### config.mk
export PLATFORM = sky130hd
export DESIGN_NAME = sslc_ctrl
export DESIGN_NICKNAME = d
export VERILOG_FILES = /design/src/sslc_pkg.sv /design/src/sslc_ctrl.sv
export SDC_FILE = /design/constraint.sdc
export NUM_CORES = 1
export LEC_CHECK = 0
export BUFFER_PORTS_ARGS = -buffer_cell sky130_fd_sc_hd__buf_2
export CAP_MARGIN = 10
export CORE_AREA = 2 2 39 41
export CTS_CLUSTER_DIAMETER = 100
export DETAILED_ROUTE_END_ITERATION = 7
export DIE_AREA = 0 0 41 43
export PLACE_DENSITY = 0.48
export SYNTH_ARGS = -nofsm -noshare
export SYNTH_HDL_FRONTEND = slang
export SYNTH_SLANG_ARGS = --single-unit
### constraint.sdc
create_clock -name clock -period 2.5 [get_ports clock]
set_input_delay 0.5 -clock clock [delete_from_list [all_inputs] [get_ports clock]]
set_output_delay 0.5 -clock clock [all_outputs]
set_load 0.02 [all_outputs]
### src/sslc_pkg.sv
// package for the subpath speculation log compressor
// holds sizes, operation codes, constants and the controller/datapath command struct
package sslc_pkg;
   localparam int NUM_PATHS = 8;
   localparam int MAX_PATH_LEN = 16;
   localparam int PW = $clog2(NUM_PATHS);
   localparam int EW = $clog2(MAX_PATH_LEN);
   localparam int LW = $clog2(MAX_PATH_LEN + 1);
   localparam int TW = PW + EW;
   localparam int TDEPTH = NUM_PATHS * MAX_PATH_LEN;

   localparam logic [1:0] OP_PROCESS = 2'd0;
   localparam logic [1:0] OP_WR_ENTRY = 2'd1;
   localparam logic [1:0] OP_WR_LEN = 2'd2;
   localparam logic [1:0] OP_CLEAR = 2'd3;

   localparam logic [31:0] COUNTER_INIT = 32'hffff0002;
   localparam logic [31:0] ID_BASE = 32'h11111100;
   localparam logic [31:0] NO_PREV = 32'hffffffff;

   typedef struct packed {
      logic capture;     // latch input transaction
      logic rd_issue;    // issue table reads for path n
      logic match_step;  // evaluate matcher for path n
      logic finish;      // compute result word
      logic [PW-1:0] path;
   } cmd_type;

   typedef struct packed {
      logic [1:0] op;
   } sts_type;
endpackage

### src/sslc_ctrl.sv
// controller state machine: sequences capture, then for process operations eight matcher steps and result
// depends on sslc_pkg
module sslc_ctrl import sslc_pkg::*; (
   input  logic    clock,
   input  logic    reset,
   input  logic    req_valid,
   output logic    req_ready,
   output logic    rsp_valid,
   input  logic    rsp_ready,
   input  sts_type sts,
   output cmd_type cmd
);
   localparam logic [1:0] ST_IDLE = 2'd0;
   localparam logic [1:0] ST_MATCH = 2'd1;
   localparam logic [1:0] ST_DONE = 2'd2;

   logic [1:0] state_ff, state_in;
   logic [PW:0] step_ff, step_in;
   logic rsp_valid_ff, rsp_valid_in;
   logic req_fire, last_step;

   assign req_ready = (state_ff == ST_IDLE) && !rsp_valid_ff;
   assign req_fire = req_valid && req_ready;
   assign rsp_valid = rsp_valid_ff;
   // reads are issued in the cycle before the step that uses them
   assign last_step = step_ff[PW-1:0] == PW'(NUM_PATHS - 1);

   always_comb begin
      state_in = state_ff;
      step_in = step_ff;
      rsp_valid_in = rsp_valid_ff && !rsp_ready;
      cmd = '0;
      cmd.capture = req_fire;
      case (state_ff)
         ST_IDLE: begin
            if (req_fire) begin
               step_in = '0;
               cmd.rd_issue = 1'b1;
               cmd.path = '0;
               state_in = ST_MATCH;
            end
         end
         ST_MATCH: begin
            if (sts.op != OP_PROCESS) begin
               state_in = ST_IDLE;
            end else begin
               cmd.match_step = 1'b1;
               cmd.path = step_ff[PW-1:0];
               if (last_step) begin
                  state_in = ST_DONE;
               end else begin
                  step_in = step_ff + 1'b1;
               end
            end
         end
         ST_DONE: begin
            cmd.finish = 1'b1;
            rsp_valid_in = 1'b1;
            state_in = ST_IDLE;
         end
         default: state_in = ST_IDLE;
      endcase
   end

   always_ff @(posedge clock) begin
      if (reset) begin
         state_ff <= ST_IDLE;
         step_ff <= '0;
         rsp_valid_ff <= 1'b0;
      end else begin
         state_ff <= state_in;
         step_ff <= step_in;
         rsp_valid_ff <= rsp_valid_in;
      end
   end

`ifndef SYNTHESIS
   a_no_accept_busy: assert property (@(posedge clock) disable iff (reset)
      req_valid && req_ready |-> state_ff == ST_IDLE && !rsp_valid_ff)
      else $error("accept while busy");
   a_done_sets_valid: assert property (@(posedge clock) disable iff (reset)
      state_ff == ST_DONE |=> rsp_valid_ff)
      else $error("result not presented");
   a_step_range: assert property (@(posedge clock) disable iff (reset)
      state_ff == ST_MATCH |-> step_ff < (PW+1)'(NUM_PATHS))
      else $error("step out of range");
`endif
endmodule

Yosys cells after proc, flatten, opt, wreduce, memory -nomap -nowiden
Index checks and enable logic that the tools add are counted.
{"block": "totals", "register_bits": 7, "inputBits": 6, "output_inout_bits": 9, "word_cells": 37}
{"block": "op_classes", "n_addsub": 1, "n_eq_ne": 7, "muxes": 16, "n_reduce_logical": 10}
{"operator": "$mux 4", "count": 3}
{"operator": "$pmux 4 s2", "count": 1}
{"operator": "$mux 1", "count": 6}
{"operator": "$mux 2", "count": 3}
{"operator": "$mux 3", "count": 2}
{"operator": "$ne 2x2->1 const B", "count": 3}
{"operator": "$add 4x1->4 const B", "count": 1}
{"operator": "$pmux 2 s2", "count": 1}
{"operator": "$reduce_and 4->1", "count": 1}
{"operator": "$reduce_bool 2->1", "count": 2}
{"operator": "$eq 3x3->1 const B", "count": 1}
{"operator": "$logic_and 1x1->1", "count": 3}
{"operator": "$ne 3x3->1 const B", "count": 1}
{"operator": "$eq 2x1->1 const B", "count": 1}
{"operator": "$eq 2x2->1 const B", "count": 1}
{"operator": "$logic_not 1->1", "count": 2}
{"operator": "$logic_not 2->1", "count": 1}
{"operator": "$reduce_and 2->1", "count": 1}

Longest topological paths before layout
{"block": "depth", "ltp_word": 5, "depth_mapped": 5, "ltp_nobuf": 5}

Worst setup path after synthesis
Ideal clock, no wire load.
{"block": "synth_timing", "path_type": "input-to-output", "start": "input port sts[1] in the netlist's numbering", "end": "output port cmd[0] in the netlist's numbering", "arrival_ps": 1343, "setup_slack_ps": 657, "stages": 3, "path_cell_list": "or4b_4 clkinv_4 and2_2"}
{"item": "start: declaration", "line": "sslc_ctrl.sv:10", "text": "input sts_type sts,"}
{"item": "end: declaration", "line": "sslc_ctrl.sv:11", "text": "output cmd_type cmd"}

==> impl_metrics.py <==
metrics = {
    "clock_tree": {
        "cts_sinks": 6,
        "cts_setup_buffers": 0,
        "cts_buffers": 3,
        "clk_latency_ns": 0.25,
        "cts_tree": "yes",
        "max-clock-path-buffers": 2,
        "h-tree-depth": 1,
        "cts_hold_buf": 0,
        "cts-root-buf": "clkbuf_4",
        "clk_pin_slew_ns": 0.04,
        "cts_resized": 0,
    },
    "yosys": {
        "syn_area_per_cell_um2": 8.95,
        "synth_area_um2": 358,
        "syn-instance-count": 40,
        "yosysSeqAreaShare_pct": 33.6,
        "syn-num-nets": 48,
        "synth_seq_cells": 6,
        "ys_warn_count": 0,
        "yosysUniqueCellTypes": 23,
    },
    "layout": {
        "finish.net_count": 66,
        "layout_commonest_cell": "buf_2",
        "area_growth_pct": 29.4,
        "final_layout_size_suffix_gt1_share_pct": 46.4,
        "stdcell_count": 72,
        "num_antenna_cells": 0,
        "final_util_pct": 33.5,
        "final_cell_mix": "14 x buf_2, 6 x dfxtp_1, 5 x inv_1",
    },
    "worst_hold_path": {
        "hold_depth": 2,
        "worstHoldStart": "reset",
        "hp-class": "in -> reg",
        "hold_end": "state_ff[0]$_SDFFE_PP0P_",
    },
    "routing": {
        "drcViolationCount": 0,
        "viasPerCell": 4.51,
        "finalWirelength_um": 774,
        "wl_per_cell_um": 10.8,
        "drtPass1Iterations": 4,
        "drtIter0Drc": 1,
        "ant_nets": 0,
        "vias": 325,
    },
    "placement": {
        "dp.cells": 69,
        "routabilityCongestion": 0.709,
        "post-dp-hpwl_um": 589,
        "io_buffers": 14,
        "dp_slack_ns": 0.462,
    },
    "sta": {
        "setup_ws_ns": 0.418,
        "timing.hold.ws_ns": 0.444,
        "clock_skew_ns": 0.00686,
        "setup_tns_ns": 0,
        "slew_headroom_pct": 77.6,
        "hold_viol": 0,
        "period_share_pct": 83.3,
        "drv_slew": 0,
        "rsz0062_at_grt": "no",
        "fin_crit_ns": 2.08,
        "setup_violations": 0,
        "tightestPinTransition_ns": 0.333,
        "fmax_mhz": 480,
    },
    "flow_run": {
        "maxCapViolCount": 0,
    },
    "power_and_ir_drop": {
        "p_leak_nw": 0.233,
        "ir_worst_vdd_v": 0.000154,
        "cellPowerDensity_nw_per_um2": 475,
    },
    "floorplanning": {
        "initial_utilization_pct": 25.9,
        "die_h_um": 43,
        "ios": 15,
        "core.rowCount": 14,
        "fp.dieW_um": 41,
        "die-area_um2": 1760,
        "core_area_um2": 1380,
    },
    "grt": {
        "grt_max_degree": 9,
        "globalRouteMet1Util_pct": 12.3,
        "grt_busiest_layer": "met2",
        "antenna_found_initial": 0,
        "grt.total_usage_pct": 10.9,
        "grt_pass1_vias": 271,
        "grt_pass1_wl_mm": 1.15,
        "grt_use_met2_pct": 14.4,
        "overflow": 0,
        "grt_util_met3_pct": 3.14,
    },
    "setup_path": {
        "reg2reg_slack_ns": 1.07,
        "cp_max_fo": 7,
        "cp.arrival_ns": 1.58,
        "ff2ff_path_depth": 5,
        "reg2reg_to": "step_ff[0]$_SDFFE_PP0P_",
        "endpoint_kind": "primary output",
        "worstSetupPathType": "reg -> out",
        "cp-startpoint": "state_ff[0]$_SDFFE_PP0P_",
        "reg2reg_from": "step_ff[0]$_SDFFE_PP0P_",
        "start_kind": "register",
        "cp.required_ns": 2.00,
    },
    "run_status": {
        "status": "complete, no violations",
    },
}
==> metal layers <==
metal  wire length, um  part of all wire (%)
met5                 0                     0
met4                14                   1.8
met3                45                   5.8
met2               344                    44
met1               369                    48
==> flip-flops by register name, summed over array words and instances (netlist names) <==
signal and cells:
rsp_valid 1, state_ff 2, step_ff 3
==> cells in the mapped netlist, drive strengths merged <==
cell type	n	share of area (%)
inv	5	5.2
and3	1	2.1
dfxtp	6	34
nor3	1	1.4
nand2	3	3.1
a21oi	3	5.2
ha	2	7.0
o221ai	1	2.4
buf	1	2.1
nand2b	2	5.6
or4b	2	6.6
nand4b	1	2.4
nand3	1	1.4
o2111ai	2	4.9
nor2	1	1.0
o21ai	2	2.8
nor4	1	1.7
and2b	1	2.4
and2	3	6.3
clkinv	1	2.4
==> through the flow <==
step	power [mW]	cell area, um2
floorplan	0.120	358
global placement	0.129	440
detailed placement	0.129	440
CTS	0.226	463
global route	0.234	463
finish	0.220	463
==> power by group <==
group / leakage [nW] / internal, mW / switching [mW]
combinational: 0.171 / 0.0109 / 0.0165
sequential: 0.0486 / 0.0974 / 0.00229
clock: 0.0138 / 0.0545 / 0.0380
total: 0.233 / 0.163 / 0.0568
==> logic make-up after synthesis <==
family,Yosys count,share of synthesized area (%)
DFF,6,33.6
adders and majority gates,2,6.99
and+or+nand+nor,17,34.3
AOI/OAI and AO/OA,8,15.4
buffers and inverters,7,9.79
==> worst max-delay path, cell delays in order (launching register included) <==
cell and delay [ns]:
dfxtp_1 0.42, or4b_4 0.54, clkinv_4 0.09, and2_2 0.14, buf_2 0.15
==> worst max path at each step <==
stage               cells past startpoint  endpoint
finish                                  4    cmd[2]
global route                            4    cmd[2]
CTS                                     4    cmd[2]
detailed placement                      5    cmd[2]
global placement                        5    cmd[2]
floorplan                               3    cmd[0]
==> area by class of cell <==
class / instances / area (um2)
fillers: 151 / 921
multi-input cells: 27 / 203
flip-flops and latches: 6 / 120
repair buffers: 14 / 70.1
inverters: 6 / 27.5
clock buffers: 3 / 22.5
well taps: 16 / 20.0
Power figures use the tool's default switching activity.
